[src/sv/sspc_pkg.sv]
// shared types, constants and codes for the servo slew position controller
package sspc_pkg;

    localparam int ANGLE_W     = 9;
    localparam int PULSE_W     = 12;
    localparam int CMD_W       = 3;
    localparam int STATUS_W    = 2;
    localparam int ANGLE_LIMIT = 511;

    // percent to angle: (value*270 + 50) / 100 as one multiply by a reciprocal
    localparam int PCT_MAX     = 100;
    localparam int PCT_FULL    = 270;
    localparam int PCT_RECIP   = 5243;
    localparam int PCT_SHIFT   = 19;
    localparam int PCT_MUL     = PCT_FULL * PCT_RECIP;
    localparam int PCT_BIAS    = (PCT_MAX / 2) * PCT_RECIP;
    localparam int PCT_PROD_W  = 30;

    localparam int APB_AW      = 4;
    localparam int APB_DW      = 32;

    localparam logic [1:0] REG_MIN_PULSE = 2'd0;
    localparam logic [1:0] REG_MAX_PULSE = 2'd1;
    localparam logic [1:0] REG_MAX_ANGLE = 2'd2;
    localparam logic [1:0] REG_REVERSED  = 2'd3;

    localparam logic [PULSE_W-1:0] MIN_PULSE_RST = 12'd544;
    localparam logic [PULSE_W-1:0] MAX_PULSE_RST = 12'd2400;
    localparam logic [ANGLE_W-1:0] MAX_ANGLE_RST = 9'd270;

    localparam logic [CMD_W-1:0] CMD_TICK  = 3'd0;
    localparam logic [CMD_W-1:0] CMD_GOTO  = 3'd1;
    localparam logic [CMD_W-1:0] CMD_PCT   = 3'd2;
    localparam logic [CMD_W-1:0] CMD_OPEN  = 3'd3;
    localparam logic [CMD_W-1:0] CMD_CLOSE = 3'd4;
    localparam logic [CMD_W-1:0] CMD_STOP  = 3'd5;

    localparam logic [1:0] OP_NOP  = 2'd0;
    localparam logic [1:0] OP_TICK = 2'd1;
    localparam logic [1:0] OP_GOTO = 2'd2;
    localparam logic [1:0] OP_STOP = 2'd3;

    localparam logic [STATUS_W-1:0] STAT_CLOSED  = 2'd0;
    localparam logic [STATUS_W-1:0] STAT_CLOSING = 2'd1;
    localparam logic [STATUS_W-1:0] STAT_OPENING = 2'd2;
    localparam logic [STATUS_W-1:0] STAT_OPEN    = 2'd3;

    localparam int QUEUE_DEPTH = 2;
    localparam int QPTR_W      = 1;
    localparam int QCNT_W      = 2;

    localparam int PROD_W      = ANGLE_W + PULSE_W;
    localparam int DIVD_W      = PROD_W + 1;
    localparam int DIVS_W      = ANGLE_W + 1;
    localparam int DCNT_W      = 5;
    localparam int RES_W       = 24;

    typedef struct packed {
        logic [PULSE_W-1:0] min_pulse;
        logic [PULSE_W-1:0] max_pulse;
        logic [ANGLE_W-1:0] max_angle;
        logic               reversed;
    } cfg_t;

    typedef struct packed {
        logic [1:0]         kind;
        logic [ANGLE_W-1:0] angle;
    } op_t;

endpackage

[src/sv/sspc_cfg.sv]
// apb configuration registers
module sspc_cfg import sspc_pkg::*;
(
    input  logic              clk,
    input  logic              rst_n,
    input  logic              psel,
    input  logic              penable,
    input  logic              pwrite,
    input  logic [APB_AW-1:0] paddr,
    input  logic [APB_DW-1:0] pwdata,
    output logic [APB_DW-1:0] prdata,
    output logic              pready,
    output cfg_t              cfg
);

    logic [PULSE_W-1:0] min_pulse_reg;
    logic [PULSE_W-1:0] max_pulse_reg;
    logic [ANGLE_W-1:0] max_angle_reg;
    logic               reversed_reg;
    logic [1:0]         reg_idx;
    logic               wr_en;

    assign reg_idx = paddr[3:2];
    assign wr_en   = psel && penable && pwrite;
    assign pready  = 1'b1;

    always_ff @(posedge clk or negedge rst_n)
    begin
        if (!rst_n)
        begin
            min_pulse_reg <= MIN_PULSE_RST;
            max_pulse_reg <= MAX_PULSE_RST;
            max_angle_reg <= MAX_ANGLE_RST;
            reversed_reg  <= 1'b0;
        end
        else if (wr_en)
        begin
            case (reg_idx)
                REG_MIN_PULSE: min_pulse_reg <= pwdata[PULSE_W-1:0];
                REG_MAX_PULSE: max_pulse_reg <= pwdata[PULSE_W-1:0];
                REG_MAX_ANGLE: max_angle_reg <= pwdata[ANGLE_W-1:0];
                REG_REVERSED:  reversed_reg  <= pwdata[0];
                default:       ;
            endcase
        end
    end

    always_comb
    begin
        case (reg_idx)
            REG_MIN_PULSE: prdata = {{(APB_DW-PULSE_W){1'b0}}, min_pulse_reg};
            REG_MAX_PULSE: prdata = {{(APB_DW-PULSE_W){1'b0}}, max_pulse_reg};
            REG_MAX_ANGLE: prdata = {{(APB_DW-ANGLE_W){1'b0}}, max_angle_reg};
            REG_REVERSED:  prdata = {{(APB_DW-1){1'b0}}, reversed_reg};
            default:       prdata = '0;
        endcase
    end

    assign cfg.min_pulse = min_pulse_reg;
    assign cfg.max_pulse = max_pulse_reg;
    assign cfg.max_angle = max_angle_reg;
    assign cfg.reversed  = reversed_reg;

endmodule

[src/sv/sspc_front.sv]
// command decode: range checks and percent to angle conversion
module sspc_front import sspc_pkg::*;
(
    input  logic               in_valid,
    output logic               in_ready,
    input  logic [CMD_W-1:0]   command,
    input  logic [ANGLE_W-1:0] value,
    input  cfg_t               cfg,
    input  logic               q_full,
    output logic               q_push,
    output op_t                q_op
);

    logic [PCT_PROD_W-1:0] pct_prod;
    logic [ANGLE_W-1:0]    pct_angle;
    logic                  pct_ok;

    function automatic logic angle_ok(input logic [ANGLE_W-1:0] a,
                                      input logic [ANGLE_W-1:0] lim);
        angle_ok = (a <= lim) && (32'(a) <= 32'(ANGLE_LIMIT));
    endfunction

    assign pct_prod  = PCT_PROD_W'(value) * PCT_PROD_W'(PCT_MUL) + PCT_PROD_W'(PCT_BIAS);
    assign pct_angle = pct_prod[PCT_SHIFT+ANGLE_W-1:PCT_SHIFT];
    assign pct_ok    = 32'(value) <= 32'(PCT_MAX);

    assign in_ready = !q_full;
    assign q_push   = in_valid && !q_full;

    always_comb
    begin
        q_op.kind  = OP_NOP;
        q_op.angle = '0;
        case (command)
            CMD_TICK:
            begin
                q_op.kind = OP_TICK;
            end
            CMD_GOTO:
            begin
                if (angle_ok(value, cfg.max_angle))
                begin
                    q_op.kind  = OP_GOTO;
                    q_op.angle = value;
                end
            end
            CMD_PCT:
            begin
                if (pct_ok && angle_ok(pct_angle, cfg.max_angle))
                begin
                    q_op.kind  = OP_GOTO;
                    q_op.angle = pct_angle;
                end
            end
            CMD_OPEN:
            begin
                if (angle_ok(cfg.max_angle, cfg.max_angle))
                begin
                    q_op.kind  = OP_GOTO;
                    q_op.angle = cfg.max_angle;
                end
            end
            CMD_CLOSE:
            begin
                q_op.kind = OP_GOTO;
            end
            CMD_STOP:
            begin
                q_op.kind = OP_STOP;
            end
            default:
            begin
                q_op.kind = OP_NOP;
            end
        endcase
    end

endmodule

[src/sv/sspc_queue.sv]
// two-entry operation queue between decode and execution
module sspc_queue import sspc_pkg::*;
(
    input  logic clk,
    input  logic rst_n,
    input  logic push,
    input  op_t  push_op,
    input  logic pop,
    output op_t  head_op,
    output logic full,
    output logic empty
);

    op_t               entry_reg [QUEUE_DEPTH];
    logic [QPTR_W-1:0] wr_ptr_reg;
    logic [QPTR_W-1:0] rd_ptr_reg;
    logic [QCNT_W-1:0] count_reg;

    assign full    = count_reg == QCNT_W'(QUEUE_DEPTH);
    assign empty   = count_reg == '0;
    assign head_op = entry_reg[rd_ptr_reg];

    always_ff @(posedge clk)
    begin
        if (push)
        begin
            entry_reg[wr_ptr_reg] <= push_op;
        end
    end

    always_ff @(posedge clk or negedge rst_n)
    begin
        if (!rst_n)
        begin
            wr_ptr_reg <= '0;
            rd_ptr_reg <= '0;
            count_reg  <= '0;
        end
        else
        begin
            if (push)
            begin
                wr_ptr_reg <= wr_ptr_reg + 1'b1;
            end
            if (pop)
            begin
                rd_ptr_reg <= rd_ptr_reg + 1'b1;
            end
            if (push && !pop)
            begin
                count_reg <= count_reg + 1'b1;
            end
            else if (pop && !push)
            begin
                count_reg <= count_reg - 1'b1;
            end
        end
    end

endmodule

[src/sv/sspc_div.sv]
// restoring divider, one quotient bit per cycle
module sspc_div import sspc_pkg::*;
(
    input  logic              clk,
    input  logic              rst_n,
    input  logic              start,
    input  logic [DIVD_W-1:0] dividend,
    input  logic [DIVS_W-1:0] divisor,
    output logic              busy,
    output logic [DIVD_W-1:0] quotient
);

    logic [DIVD_W-1:0] quo_reg;
    logic [DIVS_W-1:0] rem_reg;
    logic [DIVS_W-1:0] dvs_reg;
    logic              busy_reg;
    logic [DCNT_W-1:0] cnt_reg;
    logic [DIVS_W:0]   rem_sh;
    logic              ge;
    logic [DIVS_W:0]   rem_sub;

    assign rem_sh  = {rem_reg, quo_reg[DIVD_W-1]};
    assign ge      = rem_sh >= {1'b0, dvs_reg};
    assign rem_sub = rem_sh - {1'b0, dvs_reg};

    always_ff @(posedge clk)
    begin
        if (start)
        begin
            quo_reg <= dividend;
            rem_reg <= '0;
            dvs_reg <= divisor;
        end
        else if (busy_reg)
        begin
            quo_reg <= {quo_reg[DIVD_W-2:0], ge};
            rem_reg <= ge ? rem_sub[DIVS_W-1:0] : rem_sh[DIVS_W-1:0];
        end
    end

    always_ff @(posedge clk or negedge rst_n)
    begin
        if (!rst_n)
        begin
            busy_reg <= 1'b0;
            cnt_reg  <= '0;
        end
        else if (start)
        begin
            busy_reg <= 1'b1;
            cnt_reg  <= '0;
        end
        else if (busy_reg)
        begin
            cnt_reg <= cnt_reg + 1'b1;
            if (cnt_reg == DCNT_W'(DIVD_W - 1))
            begin
                busy_reg <= 1'b0;
            end
        end
    end

    assign busy     = busy_reg;
    assign quotient = quo_reg;

endmodule

[src/sv/sspc_back.sv]
// execution: servo state, slew step, pulse scaling and result register
module sspc_back import sspc_pkg::*;
(
    input  logic                clk,
    input  logic                rst_n,
    input  cfg_t                cfg,
    input  logic                q_empty,
    input  op_t                 q_op,
    output logic                q_pop,
    output logic                out_valid,
    input  logic                out_ready,
    output logic [PULSE_W-1:0]  pulse_us,
    output logic                pulse_valid,
    output logic [ANGLE_W-1:0]  angle_now,
    output logic [STATUS_W-1:0] status,
    output logic                drive_on,
    output logic                status_event,
    output logic                position_event
);

    localparam logic [2:0] S_IDLE = 3'd0;
    localparam logic [2:0] S_MUL  = 3'd1;
    localparam logic [2:0] S_LOAD = 3'd2;
    localparam logic [2:0] S_DIV  = 3'd3;
    localparam logic [2:0] S_FIN  = 3'd4;

    logic [2:0]          state_reg, state_next;
    logic [ANGLE_W-1:0]  angle_reg, angle_next;
    logic [ANGLE_W-1:0]  target_reg, target_next;
    logic [STATUS_W-1:0] last_status_reg, last_status_next;
    logic                attached_reg, attached_next;
    logic                ev_status_reg, ev_status_next;
    logic [PROD_W-1:0]   prod_reg, prod_next;

    logic                out_valid_reg;
    logic [PULSE_W-1:0]  pulse_reg, pulse_next;
    logic                pvalid_reg, pvalid_next;
    logic [ANGLE_W-1:0]  angle_out_reg;
    logic [STATUS_W-1:0] status_reg, status_next;
    logic                drive_reg;
    logic                sev_reg, sev_next;
    logic                pev_reg, pev_next;
    logic                out_load;
    logic                slot_free;

    logic [STATUS_W-1:0] tick_st;
    logic                tick_moving;
    logic [ANGLE_W-1:0]  tick_angle;
    logic                tick_arrived;

    logic                span_neg;
    logic [PULSE_W-1:0]  span_mag;
    logic                div_start;
    logic                div_busy;
    logic [DIVD_W-1:0]   div_dividend;
    logic [DIVS_W-1:0]   div_divisor;
    logic [DIVD_W-1:0]   div_quotient;
    logic [DIVD_W-1:0]   q_eff;
    logic signed [RES_W-1:0] lo_s, hi_s, sq, res_fwd, res_mir, res;
    logic [PULSE_W-1:0]  pulse_calc;

    function automatic logic [STATUS_W-1:0] status_of(input logic [ANGLE_W-1:0] a,
                                                      input logic [ANGLE_W-1:0] t);
        if (a == '0)
        begin
            status_of = STAT_CLOSED;
        end
        else if (t < a)
        begin
            status_of = STAT_CLOSING;
        end
        else if (t > a)
        begin
            status_of = STAT_OPENING;
        end
        else
        begin
            status_of = STAT_OPEN;
        end
    endfunction

    assign slot_free    = !out_valid_reg || out_ready;
    assign tick_st      = status_of(angle_reg, target_reg);
    assign tick_moving  = angle_reg != target_reg;
    assign tick_angle   = (angle_reg < target_reg) ? angle_reg + 1'b1 :
                          (angle_reg > target_reg) ? angle_reg - 1'b1 : angle_reg;
    assign tick_arrived = tick_moving && (tick_angle == target_reg);

    assign span_neg     = cfg.max_pulse < cfg.min_pulse;
    assign span_mag     = span_neg ? cfg.min_pulse - cfg.max_pulse
                                   : cfg.max_pulse - cfg.min_pulse;
    assign div_dividend = {prod_reg, 1'b0} + DIVD_W'(cfg.max_angle);
    assign div_divisor  = {cfg.max_angle, 1'b0};

    sspc_div u_div
    (
        .clk      (clk),
        .rst_n    (rst_n),
        .start    (div_start),
        .dividend (div_dividend),
        .divisor  (div_divisor),
        .busy     (div_busy),
        .quotient (div_quotient)
    );

    assign q_eff      = (cfg.max_angle == '0) ? '0 : div_quotient;
    assign lo_s       = signed'(RES_W'(cfg.min_pulse));
    assign hi_s       = signed'(RES_W'(cfg.max_pulse));
    assign sq         = span_neg ? -signed'(RES_W'(q_eff)) : signed'(RES_W'(q_eff));
    assign res_fwd    = lo_s + sq;
    assign res_mir    = hi_s + lo_s - res_fwd;
    assign res        = cfg.reversed ? res_mir : res_fwd;
    assign pulse_calc = (res < lo_s || res > hi_s) ? cfg.min_pulse : res[PULSE_W-1:0];

    always_comb
    begin
        state_next       = state_reg;
        angle_next       = angle_reg;
        target_next      = target_reg;
        last_status_next = last_status_reg;
        attached_next    = attached_reg;
        ev_status_next   = ev_status_reg;
        prod_next        = prod_reg;
        q_pop            = 1'b0;
        div_start        = 1'b0;
        out_load         = 1'b0;
        pulse_next       = '0;
        pvalid_next      = 1'b0;
        sev_next         = 1'b0;
        pev_next         = 1'b0;
        case (state_reg)
            S_IDLE:
            begin
                if (!q_empty && slot_free)
                begin
                    q_pop = 1'b1;
                    case (q_op.kind)
                        OP_TICK:
                        begin
                            last_status_next = tick_st;
                            if (tick_moving)
                            begin
                                angle_next     = tick_angle;
                                attached_next  = !tick_arrived;
                                ev_status_next = (last_status_reg != tick_st) || tick_arrived;
                                state_next     = S_MUL;
                            end
                            else
                            begin
                                out_load = 1'b1;
                            end
                        end
                        OP_GOTO:
                        begin
                            target_next = q_op.angle;
                            sev_next    = tick_moving;
                            out_load    = 1'b1;
                        end
                        OP_STOP:
                        begin
                            target_next = angle_reg;
                            sev_next    = 1'b1;
                            out_load    = 1'b1;
                        end
                        default:
                        begin
                            out_load = 1'b1;
                        end
                    endcase
                end
            end
            S_MUL:
            begin
                prod_next  = PROD_W'(angle_reg) * PROD_W'(span_mag);
                state_next = S_LOAD;
            end
            S_LOAD:
            begin
                div_start  = 1'b1;
                state_next = S_DIV;
            end
            S_DIV:
            begin
                if (!div_busy)
                begin
                    state_next = S_FIN;
                end
            end
            S_FIN:
            begin
                if (slot_free)
                begin
                    out_load    = 1'b1;
                    pulse_next  = pulse_calc;
                    pvalid_next = 1'b1;
                    sev_next    = ev_status_reg;
                    pev_next    = 1'b1;
                    state_next  = S_IDLE;
                end
            end
            default:
            begin
                state_next = S_IDLE;
            end
        endcase
        status_next = status_of(angle_next, target_next);
    end

    always_ff @(posedge clk or negedge rst_n)
    begin
        if (!rst_n)
        begin
            state_reg       <= S_IDLE;
            angle_reg       <= '0;
            target_reg      <= '0;
            last_status_reg <= STAT_CLOSED;
            attached_reg    <= 1'b0;
            out_valid_reg   <= 1'b0;
        end
        else
        begin
            state_reg       <= state_next;
            angle_reg       <= angle_next;
            target_reg      <= target_next;
            last_status_reg <= last_status_next;
            attached_reg    <= attached_next;
            if (out_load)
            begin
                out_valid_reg <= 1'b1;
            end
            else if (out_ready)
            begin
                out_valid_reg <= 1'b0;
            end
        end
    end

    always_ff @(posedge clk)
    begin
        ev_status_reg <= ev_status_next;
        prod_reg      <= prod_next;
        if (out_load)
        begin
            pulse_reg     <= pulse_next;
            pvalid_reg    <= pvalid_next;
            angle_out_reg <= angle_next;
            status_reg    <= status_next;
            drive_reg     <= attached_next;
            sev_reg       <= sev_next;
            pev_reg       <= pev_next;
        end
    end

    assign out_valid      = out_valid_reg;
    assign pulse_us       = pulse_reg;
    assign pulse_valid    = pvalid_reg;
    assign angle_now      = angle_out_reg;
    assign status         = status_reg;
    assign drive_on       = drive_reg;
    assign status_event   = sev_reg;
    assign position_event = pev_reg;

endmodule

[src/sv/servo_slew_position_controller_unit.sv]
// top level of the servo slew position controller
// commands that do not move the servo pass through the queue into the result register
// a tick that moves the servo steps through S_MUL, S_LOAD, S_DIV (serial divider) and S_FIN to result valid
// throughput: one non-moving command per cycle while the result is taken; a moving tick holds the
// execution stage until its result is loaded, and a two-entry queue keeps input transfers going meanwhile
// reset: angle, target, last status and attachment cleared, queue and result register empty,
// registers back to 544 / 2400 / 270 / not reversed
module servo_slew_position_controller_unit import sspc_pkg::*;
(
    input  logic                clk,
    input  logic                rst_n,
    input  logic                psel,
    input  logic                penable,
    input  logic                pwrite,
    input  logic [APB_AW-1:0]   paddr,
    input  logic [APB_DW-1:0]   pwdata,
    output logic [APB_DW-1:0]   prdata,
    output logic                pready,
    input  logic                in_valid,
    output logic                in_ready,
    input  logic [CMD_W-1:0]    command,
    input  logic [ANGLE_W-1:0]  value,
    output logic                out_valid,
    input  logic                out_ready,
    output logic [PULSE_W-1:0]  pulse_us,
    output logic                pulse_valid,
    output logic [ANGLE_W-1:0]  angle_now,
    output logic [STATUS_W-1:0] status,
    output logic                drive_on,
    output logic                status_event,
    output logic                position_event
);

    cfg_t cfg;
    logic q_full;
    logic q_empty;
    logic q_push;
    logic q_pop;
    op_t  push_op;
    op_t  head_op;

    sspc_cfg u_cfg
    (
        .clk     (clk),
        .rst_n   (rst_n),
        .psel    (psel),
        .penable (penable),
        .pwrite  (pwrite),
        .paddr   (paddr),
        .pwdata  (pwdata),
        .prdata  (prdata),
        .pready  (pready),
        .cfg     (cfg)
    );

    sspc_front u_front
    (
        .in_valid (in_valid),
        .in_ready (in_ready),
        .command  (command),
        .value    (value),
        .cfg      (cfg),
        .q_full   (q_full),
        .q_push   (q_push),
        .q_op     (push_op)
    );

    sspc_queue u_queue
    (
        .clk     (clk),
        .rst_n   (rst_n),
        .push    (q_push),
        .push_op (push_op),
        .pop     (q_pop),
        .head_op (head_op),
        .full    (q_full),
        .empty   (q_empty)
    );

    sspc_back u_back
    (
        .clk            (clk),
        .rst_n          (rst_n),
        .cfg            (cfg),
        .q_empty        (q_empty),
        .q_op           (head_op),
        .q_pop          (q_pop),
        .out_valid      (out_valid),
        .out_ready      (out_ready),
        .pulse_us       (pulse_us),
        .pulse_valid    (pulse_valid),
        .angle_now      (angle_now),
        .status         (status),
        .drive_on       (drive_on),
        .status_event   (status_event),
        .position_event (position_event)
    );

endmodule

[config.mk]
export PLATFORM = sky130hd
export DESIGN_NAME = servo_slew_position_controller_unit
export DESIGN_NICKNAME = d
export VERILOG_FILES = /design/src/sv/sspc_pkg.sv /design/src/sv/sspc_cfg.sv /design/src/sv/sspc_front.sv /design/src/sv/sspc_queue.sv /design/src/sv/sspc_div.sv /design/src/sv/sspc_back.sv /design/src/sv/servo_slew_position_controller_unit.sv
export SDC_FILE = /design/constraint.sdc
export NUM_CORES = 1
export LEC_CHECK = 0
export BUFFER_PORTS_ARGS = -buffer_cell sky130_fd_sc_hd__buf_2
export CORE_ASPECT_RATIO = 1.5
export CORE_UTILIZATION = 55
export DETAILED_ROUTE_END_ITERATION = 6
export PLACE_DENSITY = 0.76
export SYNTH_ARGS = -nofsm -noshare
export SYNTH_HDL_FRONTEND = slang
export SYNTH_HIERARCHICAL = 1
export SYNTH_SLANG_ARGS = --single-unit
[constraint.sdc]
create_clock -name clk -period 21.3 [get_ports clk]
set_input_delay 0 -clock clk [delete_from_list [all_inputs] [get_ports clk]]
set_output_delay 0 -clock clk [all_outputs]
set_load 0.02 [all_outputs]
==> flow_summary.ini, run 1 <==
[clock_network]
htreeDepth = 4
cts_setup_buffers = 0
ctsLongestPathBuffers = 2
clock_latency_ns = 0.47
cts_tree = built
clock_sinks = 181
clock-root-buffer = clkbuf_16
cts-buffers-inserted = 17
clk_pin_slew_ns = 0.08

[global_route]
overflow = 0
grt_pass1_wl_mm = 98.0
antenna_found_initial = 0
track_usage_pct = 30.2
grt_pass1_vias = 19052
grt_max_degree = 70

[critical_path]
timing.rr.start = u_cfg/min_pulse_reg[9]
critical_path_class = reg -> reg
worstSetupEndpointType = register
worstPathMaxFanout = 18
r2r_end = u_back/pulse_us[9]
critPathArrivalTime_ns = 9.93
r2r_cells = 30
startpoint_type = register
crit_required_ns = 21.47
crit_path_end = u_back/pulse_us[9]
cp_common_cell = nand2_1
slowest_stage = o2111a_1
crit_path_max_incr_delay_ns = 0.81
crit_start = u_cfg/min_pulse_reg[9]
rrSetupSlack_ns = 11.54

[timing]
clock.fmax_mhz = 102
slew_violations = 0
fin_setup_tns_ns = 0
period_needed_ns = 9.76
slew_headroom_pct = 22.5
hold_viol_final = 0
rsz0062_at_grt = false
setup_viol = 0
tightest_slew_ns = 1.15
fin_worst_skew_ns = 0.0172
finalCritPeriodShare_pct = 45.8
holdWs_ns = 0.0264

[hold_path]
min_path_type = in -> reg

[yosys]
syn_area_per_cell_um2 = 9.09
synth_flop_cell = edfxtp_1
yosys.area.top_type = ha_1
yosysUniqueCellTypes = 114
syn_area_um2 = 22300
synth_top_area_share_pct = 14.4
ys_ff_latch = 181
yosys_warnings = 6
ys_seq_area_share_pct = 22.4
syn_inst = 2455
synthArstFlopShare_pct = 38.1
ys_top_cells_by_area = ha_1 (14%), edfxtp_1 (14%), fa_1 (12%)
synth-edff-count = 102

[layout]
syn2layout_area_growth_pct = 6.72
n_antenna_cell = 0
drive_above_1_share_pct = 11.2
finalNonFillerCells = 3018
fin_util_pct = 59.4
fillers = 3500
nets = 2942
multi_input_area_um2 = 15700
ff_latch_area_um2 = 5000

[place]
dp.cells = 2968
place.gp.congestion = 0.985
port_buffers = 73
place_hpwl_mm = 48.5

[floorplan]
die-area_um2 = 41400
core_area_um2 = 40100
die_h_um = 249
start_util_pct = 55.7
num_rows = 90
die_w_um = 166
io-pin-count = 117

[drt]
wl_per_cell_um = 20.3
num_vias = 18459
drcViolationCount = 8
via_per_inst = 6.12
drt_iter0_markers = 1293
firstDrtPassIters = 7
ant_nets = 0
drt_wl_total_mm = 61.2

[job]
timing.max_cap.violations = 0

[run_status]
failed_checks = DRC
outcome = finished, violations left
[how the worst min path moves through the flow]
| stage | start | end | slack [ns] | cells after the start |
|---|---|---|---|---|
| after floorplan | rst_n | u_back/angle_reg[0] | -0.30 | 0 |
| after global placement | rst_n | u_cfg/max_pulse_reg[4] | 0.18 | 1 |
| after detailed placement | rst_n | u_cfg/min_pulse_reg[4] | 0.21 | 1 |
| after CTS | command[0] | u_queue/entry_reg[0][10] | 0.02 | 3 |
| after global routing | command[0] | u_queue/entry_reg[0][10] | 0.04 | 3 |
| final | command[0] | u_queue/entry_reg[0][10] | 0.03 | 3 |
[repair_timing]
action / CTS / global route
resized for setup: 0 / 0
hold endpoints to repair: 100 / 0
endpoints found under the setup margin: 0 / 0
hold buffers: 18 / 0
[through the flow]
step	instance area [um2]	setup slack, ns
CTS	23800	11.83
global placement	23000	12.06
floorplan	22400	13.54
global route	23800	11.11
detailed placement	23000	11.90
finish	23800	11.54
[per-layer routing]
layer | track usage [%] | share of wire, % | vias up
met5 | 0 | 0 | -
li1 | - | - | 8643
met2 | 55.5 | 52 | 622
met4 | 23.0 | 8.1 | 0
met3 | 3.42 | 4.2 | 217
met1 | 31.2 | 36 | 8977
[cells in the final DEF (no fill, tap or decap), types with 13 or more instances in the layout]
master         instances
buf_2                 72
mux2i_1               35
inv_1                304
a211oi_1              27
and2_1                40
dlygate4sd3_1         18
conb_1                22
clkbuf_16             17
dfrtp_1               59
ha_1                 256
o31ai_1               13
nand4_1               30
a31oi_1               29
nand3_1               38
buf_4                 27
o211ai_1              20
edfxtp_1             102
and3_1                20
o21ai_0               97
o21a_1                25
a21o_1                52
nor4_1                28
or3_1                 15
nand2_1              202
fa_1                 132
xor2_1                57
nor2b_1               27
xnor2_1               93
nor2_1               145
a21oi_1              111
mux2_2                62
nand2b_1              23
nor3_1                47
[cells in the mapped netlist, drive strengths merged (50+ instances only)]
cell type	instances
inv	304
ha	256
nand2	203
nor2	147
fa	132
a21oi	114
o21ai	107
edfxtp	102
xnor2	94
mux2	73
buf	64
dfrtp	59
xor2	57
a21o	52
nor3	50
[cell families (layout without fill, tap and decap cells)]
logic type                 count (synthesis)  count (layout)  share of synthesized area [%]
and+or+nand+nor                          694             694                           16.1
other                                      3              22                         0.0505
muxes                                    109             109                           5.52
AOI/OAI and AO/OA                        512             512                           15.9
adders and majority gates                388             388                           26.2
xor gates and xnor gates                 152             152                           6.06
DFF                                      181             181                           22.4
buffers and inverters                    416             454                           7.79
[critical path: cells and delay by family (launching register included)]
family / cells / cell delay, ns
fa+ha+maj: 4 / 1.91
compound gates: 13 / 4.12
buf+inv: 1 / 0.25
xor+xnor: 2 / 0.38
flops: 1 / 0.71
simple gates: 10 / 2.10
[final cells by class]
class                           count  share of cell area [%]
Clock buffer                       17                    1.79
Inverter                          305                    4.81
Clock inverter                     15                   0.783
Sequential cell                   181                    21.0
Timing Repair Buffer              117                    3.12
Multi-Input combinational cell   1877                    65.8
Tap cell                          506                    2.66
Power of run 1 is left out: the tool's default activity adds up to more than one toggle a clock period on the data nets, which glitch-free logic cannot reach.
==> run 2: changes to the inputs <==
clock period = 9 ns   (was 21.3 ns; I/O delays follow)
==> run 2 against run 1 <==
Compared with the run above:
- the run still ends with DRC left
- sequential share of layout area fell by 0.21 points
- cell area rose by 1.0%
- count of clock-buffer cells in the layout did not move
- via count rose by 1.4%
- die area did not move
- sequential cell count did not move
- utilization rose by 0.61 points
- cell count rose by 0.83%
- routed wire length rose by 1.3%
- non-clock buffer count rose by 25
- maximum frequency rose by 15%
- hold slack improved by 0.026 ns
- critical endpoint is now u_back/pulse_us[7]
==> flow_summary.ini, run 2 (synthesis gave the netlist of run 1 again) <==
[clock_network]
ctsLongestPathBuffers = 2
cts-buffers-inserted = 17
clock_latency_ns = 0.48
clock_sinks = 181
cts_tree = built
clock-root-buffer = clkbuf_16
clk_pin_slew_ns = 0.08
htreeDepth = 4

[global_route]
track_usage_pct = 30.6
antenna_found_initial = 1
overflow = 0
grt_pass1_wl_mm = 99.3
grt_max_degree = 70
grt_pass1_vias = 19377

[drt]
drt_iter0_markers = 1305
via_per_inst = 6.15
drt_wl_total_mm = 62.0
drcViolationCount = 8
ant_nets = 0
firstDrtPassIters = 7
num_vias = 18710
wl_per_cell_um = 20.4

[timing]
rsz0062_at_grt = false
setup_viol = 0
holdWs_ns = 0.0521
tightest_slew_ns = 1.33
slew_headroom_pct = 11.3
clock.fmax_mhz = 118
period_needed_ns = 8.45
fin_worst_skew_ns = 0.0316
hold_viol_final = 0
finalCritPeriodShare_pct = 93.9
setup_ws_ns = 0.546
fin_setup_tns_ns = 0
slew_violations = 0

[place]
dp_worst_setup_slack_ns = 0.525
port_buffers = 73
place_hpwl_mm = 48.9
place.gp.congestion = 1.02

[layout]
fillers = 3406
syn2layout_area_growth_pct = 7.81
nets = 2967
n_antenna_cell = 0
layout_common_cells = inv_1 (304), ha_1 (256), nand2_1 (202), nor2_1 (145), fa_1 (132)
multi_input_area_um2 = 15700
fin_util_pct = 60.0
drive_above_1_share_pct = 12.1
final_common_cell = inv_1
ff_latch_area_um2 = 5000

[floorplan]
start_util_pct = 55.7
die_w_um = 166
num_rows = 90
die-area_um2 = 41400
io-pin-count = 117
core_area_um2 = 40100
die_h_um = 249

[run_status]
failed_checks = DRC
outcome = finished, violations left

[critical_path]
startpoint_type = register
worstSetupEndpointType = register
critPathArrivalTime_ns = 8.70
slowest_stage = dfrtp_1
cp_top_family = compound AO/OA/AOI/OAI gates
cp_num_buf_inv = 7
critical_path_class = reg -> reg
rrSetupSlack_ns = 0.55
cp_common_cell = buf_4
r2r_end = u_back/pulse_us[7]
timing.rr.start = u_cfg/min_pulse_reg[0]
r2r_cells = 39
worstPathMaxFanout = 12
crit_path_max_incr_delay_ns = 0.50
crit_required_ns = 9.25

[hold_path]
min_path_type = in -> reg
whs_endpoint = u_queue/entry_reg[1][10]
min_path_cells = 3
min-delay-start = command[0]

[job]
timing.max_cap.violations = 0
[run 2: changes by cell type in the layout (fill, tap and decap cells not counted), moves of 2 or more]
cell | previous run | this run
clkinv_8 | 4 | 7
buf_4 | 27 | 51
inv_12 | 0 | 2
clkinv_4 | 2 | 0
inv_6 | 4 | 2
[run 2: worst max path at each step]
stage / startpoint / end / slack, ns / depth (start not counted)
floorplan: u_cfg/min_pulse_reg[1] / u_back/prod_reg[20] / 1.24 / 32
global route: u_cfg/min_pulse_reg[0] / u_back/pulse_us[7] / 0.04 / 39
global placement: u_cfg/min_pulse_reg[0] / u_back/pulse_us[0] / 0.77 / 38
CTS: u_cfg/min_pulse_reg[0] / u_back/prod_reg[20] / 0.46 / 32
finish: u_cfg/min_pulse_reg[0] / u_back/pulse_us[7] / 0.55 / 39
detailed placement: u_cfg/min_pulse_reg[0] / u_back/prod_reg[20] / 0.52 / 32
[run 2: timing repair]
item                                    4_1_cts  5_1_grt
hold endpoints to repair                    100        0
endpoints found under the setup margin        0        5
setup buffers                                 0        0
hold buffers                                 18        0
gates resized for setup                       0        2
[run 2: tightest hold or removal path, stage by stage]
cell,delay [ns]
buf_2,0.12
o21ai_0,0.08
o211ai_1,0.12
[run 2: area by class of cell]
class / instances / area share (%)
multi-input combinational: 1877 / 65.2
tap: 506 / 2.63
inverter: 305 / 4.76
clock inverter: 15 / 0.931
timing repair buffer: 142 / 3.92
clock buffer: 17 / 1.77
sequential: 181 / 20.8
[run 2: per-layer routing]
layer / track usage, % / up-vias / routed length, um
met5: 0 / - / 0
met3: 3.96 / 266 / 2710
li1: - / 8688 / -
met1: 31.4 / 9065 / 22100
met2: 55.5 / 691 / 31900
met4: 24.9 / 0 / 5300
[run 2: through the flow]
| stage | std cells | instance area (um2) |
|---|---|---|
| after floorplan | 2474 | 22400 |
| after global placement | 2993 | 23200 |
| after detailed placement | 2993 | 23200 |
| after CTS | 3043 | 24000 |
| after global routing | 3043 | 24100 |
| final | 3043 | 24100 |
Power of run 2 is left out for the same reason.
==> run 3: changes to the inputs <==
CTS_CLUSTER_SIZE = 28   (was not set)
PLACE_DENSITY = 0.72   (was 0.76)
==> run 3 against run 2 <==
Compared with the run above:
- the run still ends with DRC left
- die area unchanged
- sequential cell count unchanged
- cell count increased by 0.16%
- non-clock buffer count rose by 4
==> flow_summary.ini, run 3 (synthesis gave the netlist of run 1 again) <==
[clock_network]
clock_latency_ns = 0.46
clk_pin_slew_ns = 0.08
clock_sinks = 181
cts-buffers-inserted = 17
htreeDepth = 4
clock-root-buffer = clkbuf_16
ctsLongestPathBuffers = 2
cts_setup_buffers = 0
cts_tree = built

[critical_path]
worstSetupEndpointType = register
crit_required_ns = 9.19
critical_path_class = reg -> reg
crit_path_max_incr_delay_ns = 0.60
startpoint_type = register
worstPathMaxFanout = 12
slowest_stage = dfstp_2
critPathArrivalTime_ns = 8.63

[global_route]
overflow = 0
track_usage_pct = 30.6
grt_pass1_vias = 19078
grt_max_degree = 70
antenna_found_initial = 1
grt_pass1_wl_mm = 99.0

[floorplan]
die_h_um = 249
die-area_um2 = 41400
io-pin-count = 117
start_util_pct = 55.7
die_w_um = 166
core_area_um2 = 40100
num_rows = 90

[hold_path]
min_path_type = in -> reg

[timing]
finalCritPeriodShare_pct = 93.8
clock.fmax_mhz = 118
tightest_slew_ns = 1.30
hold_viol_final = 0
setup_viol = 0
period_needed_ns = 8.45
setup_ws_ns = 0.554
slew_headroom_pct = 12.3
fin_worst_skew_ns = 0.0198
rsz0062_at_grt = true
slew_violations = 0

[layout]
nets = 2971
final_common_cell = inv_1
finalNonFillerCells = 3048
layout_common_cells = inv_1 (304), ha_1 (256), nand2_1 (202), nor2_1 (145), fa_1 (132)
syn2layout_area_growth_pct = 7.93
fin_util_pct = 60.1
drive_above_1_share_pct = 12.4
final_area_um2 = 24100

[place]
port_buffers = 73
place.gp.congestion = 0.940
dp.cells = 2997
place_area_um2 = 23200
place_hpwl_mm = 50.0
dp_worst_setup_slack_ns = 0.489

[run_status]
outcome = finished, violations left
failed_checks = DRC

[drt]
ant_nets = 0
via_per_inst = 6.07
num_vias = 18497
drcViolationCount = 10
drt_iter0_markers = 1233
drt_wl_total_mm = 62.7
firstDrtPassIters = 7
wl_per_cell_um = 20.6

[job]
timing.max_cap.violations = 0
[run 3: metrics by stage]
step                      setup TNS, ns  hold WS, ns
after floorplan                       0       -0.296
after global placement                0        0.216
after detailed placement              0        0.230
after CTS                             0      0.00468
after global routing            -0.0297       0.0268
final                                 0       0.0276
[run 3: layout make-up]
class                      instances  area (um2)
timing repair buffer             146         973
clock buffer                      17         425
tap                              506         633
sequential                       181        5000
antenna                            1        2.50
clock inverter                    15         200
multi-input combinational       1877       15700
inverter                         305        1140
fill                            3444       16000
[run 3: path summary, 6_finish.rpt]
path | startpoint | end | slack, ns | cells past startpoint
worst min register to register | u_queue/wr_ptr_reg | u_queue/wr_ptr_reg | 0.50 | 1
worst max-delay path | u_cfg/max_pulse_reg[6] | u_back/pulse_us[0] | 0.55 | 37
worst max register to register | u_cfg/max_pulse_reg[6] | u_back/pulse_us[0] | 0.55 | 37
max in group asynchronous | rst_n | u_cfg/min_pulse_reg[0] | 8.09 | 2
worst min-delay path | command[0] | u_queue/entry_reg[1][10] | 0.03 | 3
min in group asynchronous | rst_n | u_cfg/min_pulse_reg[11] | 0.22 | 2
[run 3: per-layer routing]
layer	global-route usage (%)	part of all wire, %	vias to the layer above
li1	-	-	8678
met3	3.09	4.2	213
met5	0	0	-
met1	31.0	35	8949
met2	57.5	53	657
met4	22.9	7.9	0
[run 3: repair_timing]
| item | CTS | global route |
|---|---|---|
| hold endpoints to repair | 100 | 0 |
| hold buffers | 18 | 0 |
| gates resized for setup | 0 | 6 |
| setup endpoints to repair | 0 | 14 |
[run 3: critical path: cells and delay by family (launching register included)]
kind,cells,cell delay (ns)
compound gates,14,3.15
simple gates,13,1.80
fa+ha+maj,4,1.60
buf+inv,4,0.65
flops,1,0.60
xor+xnor,2,0.37
Power of run 3 is left out for the same reason.
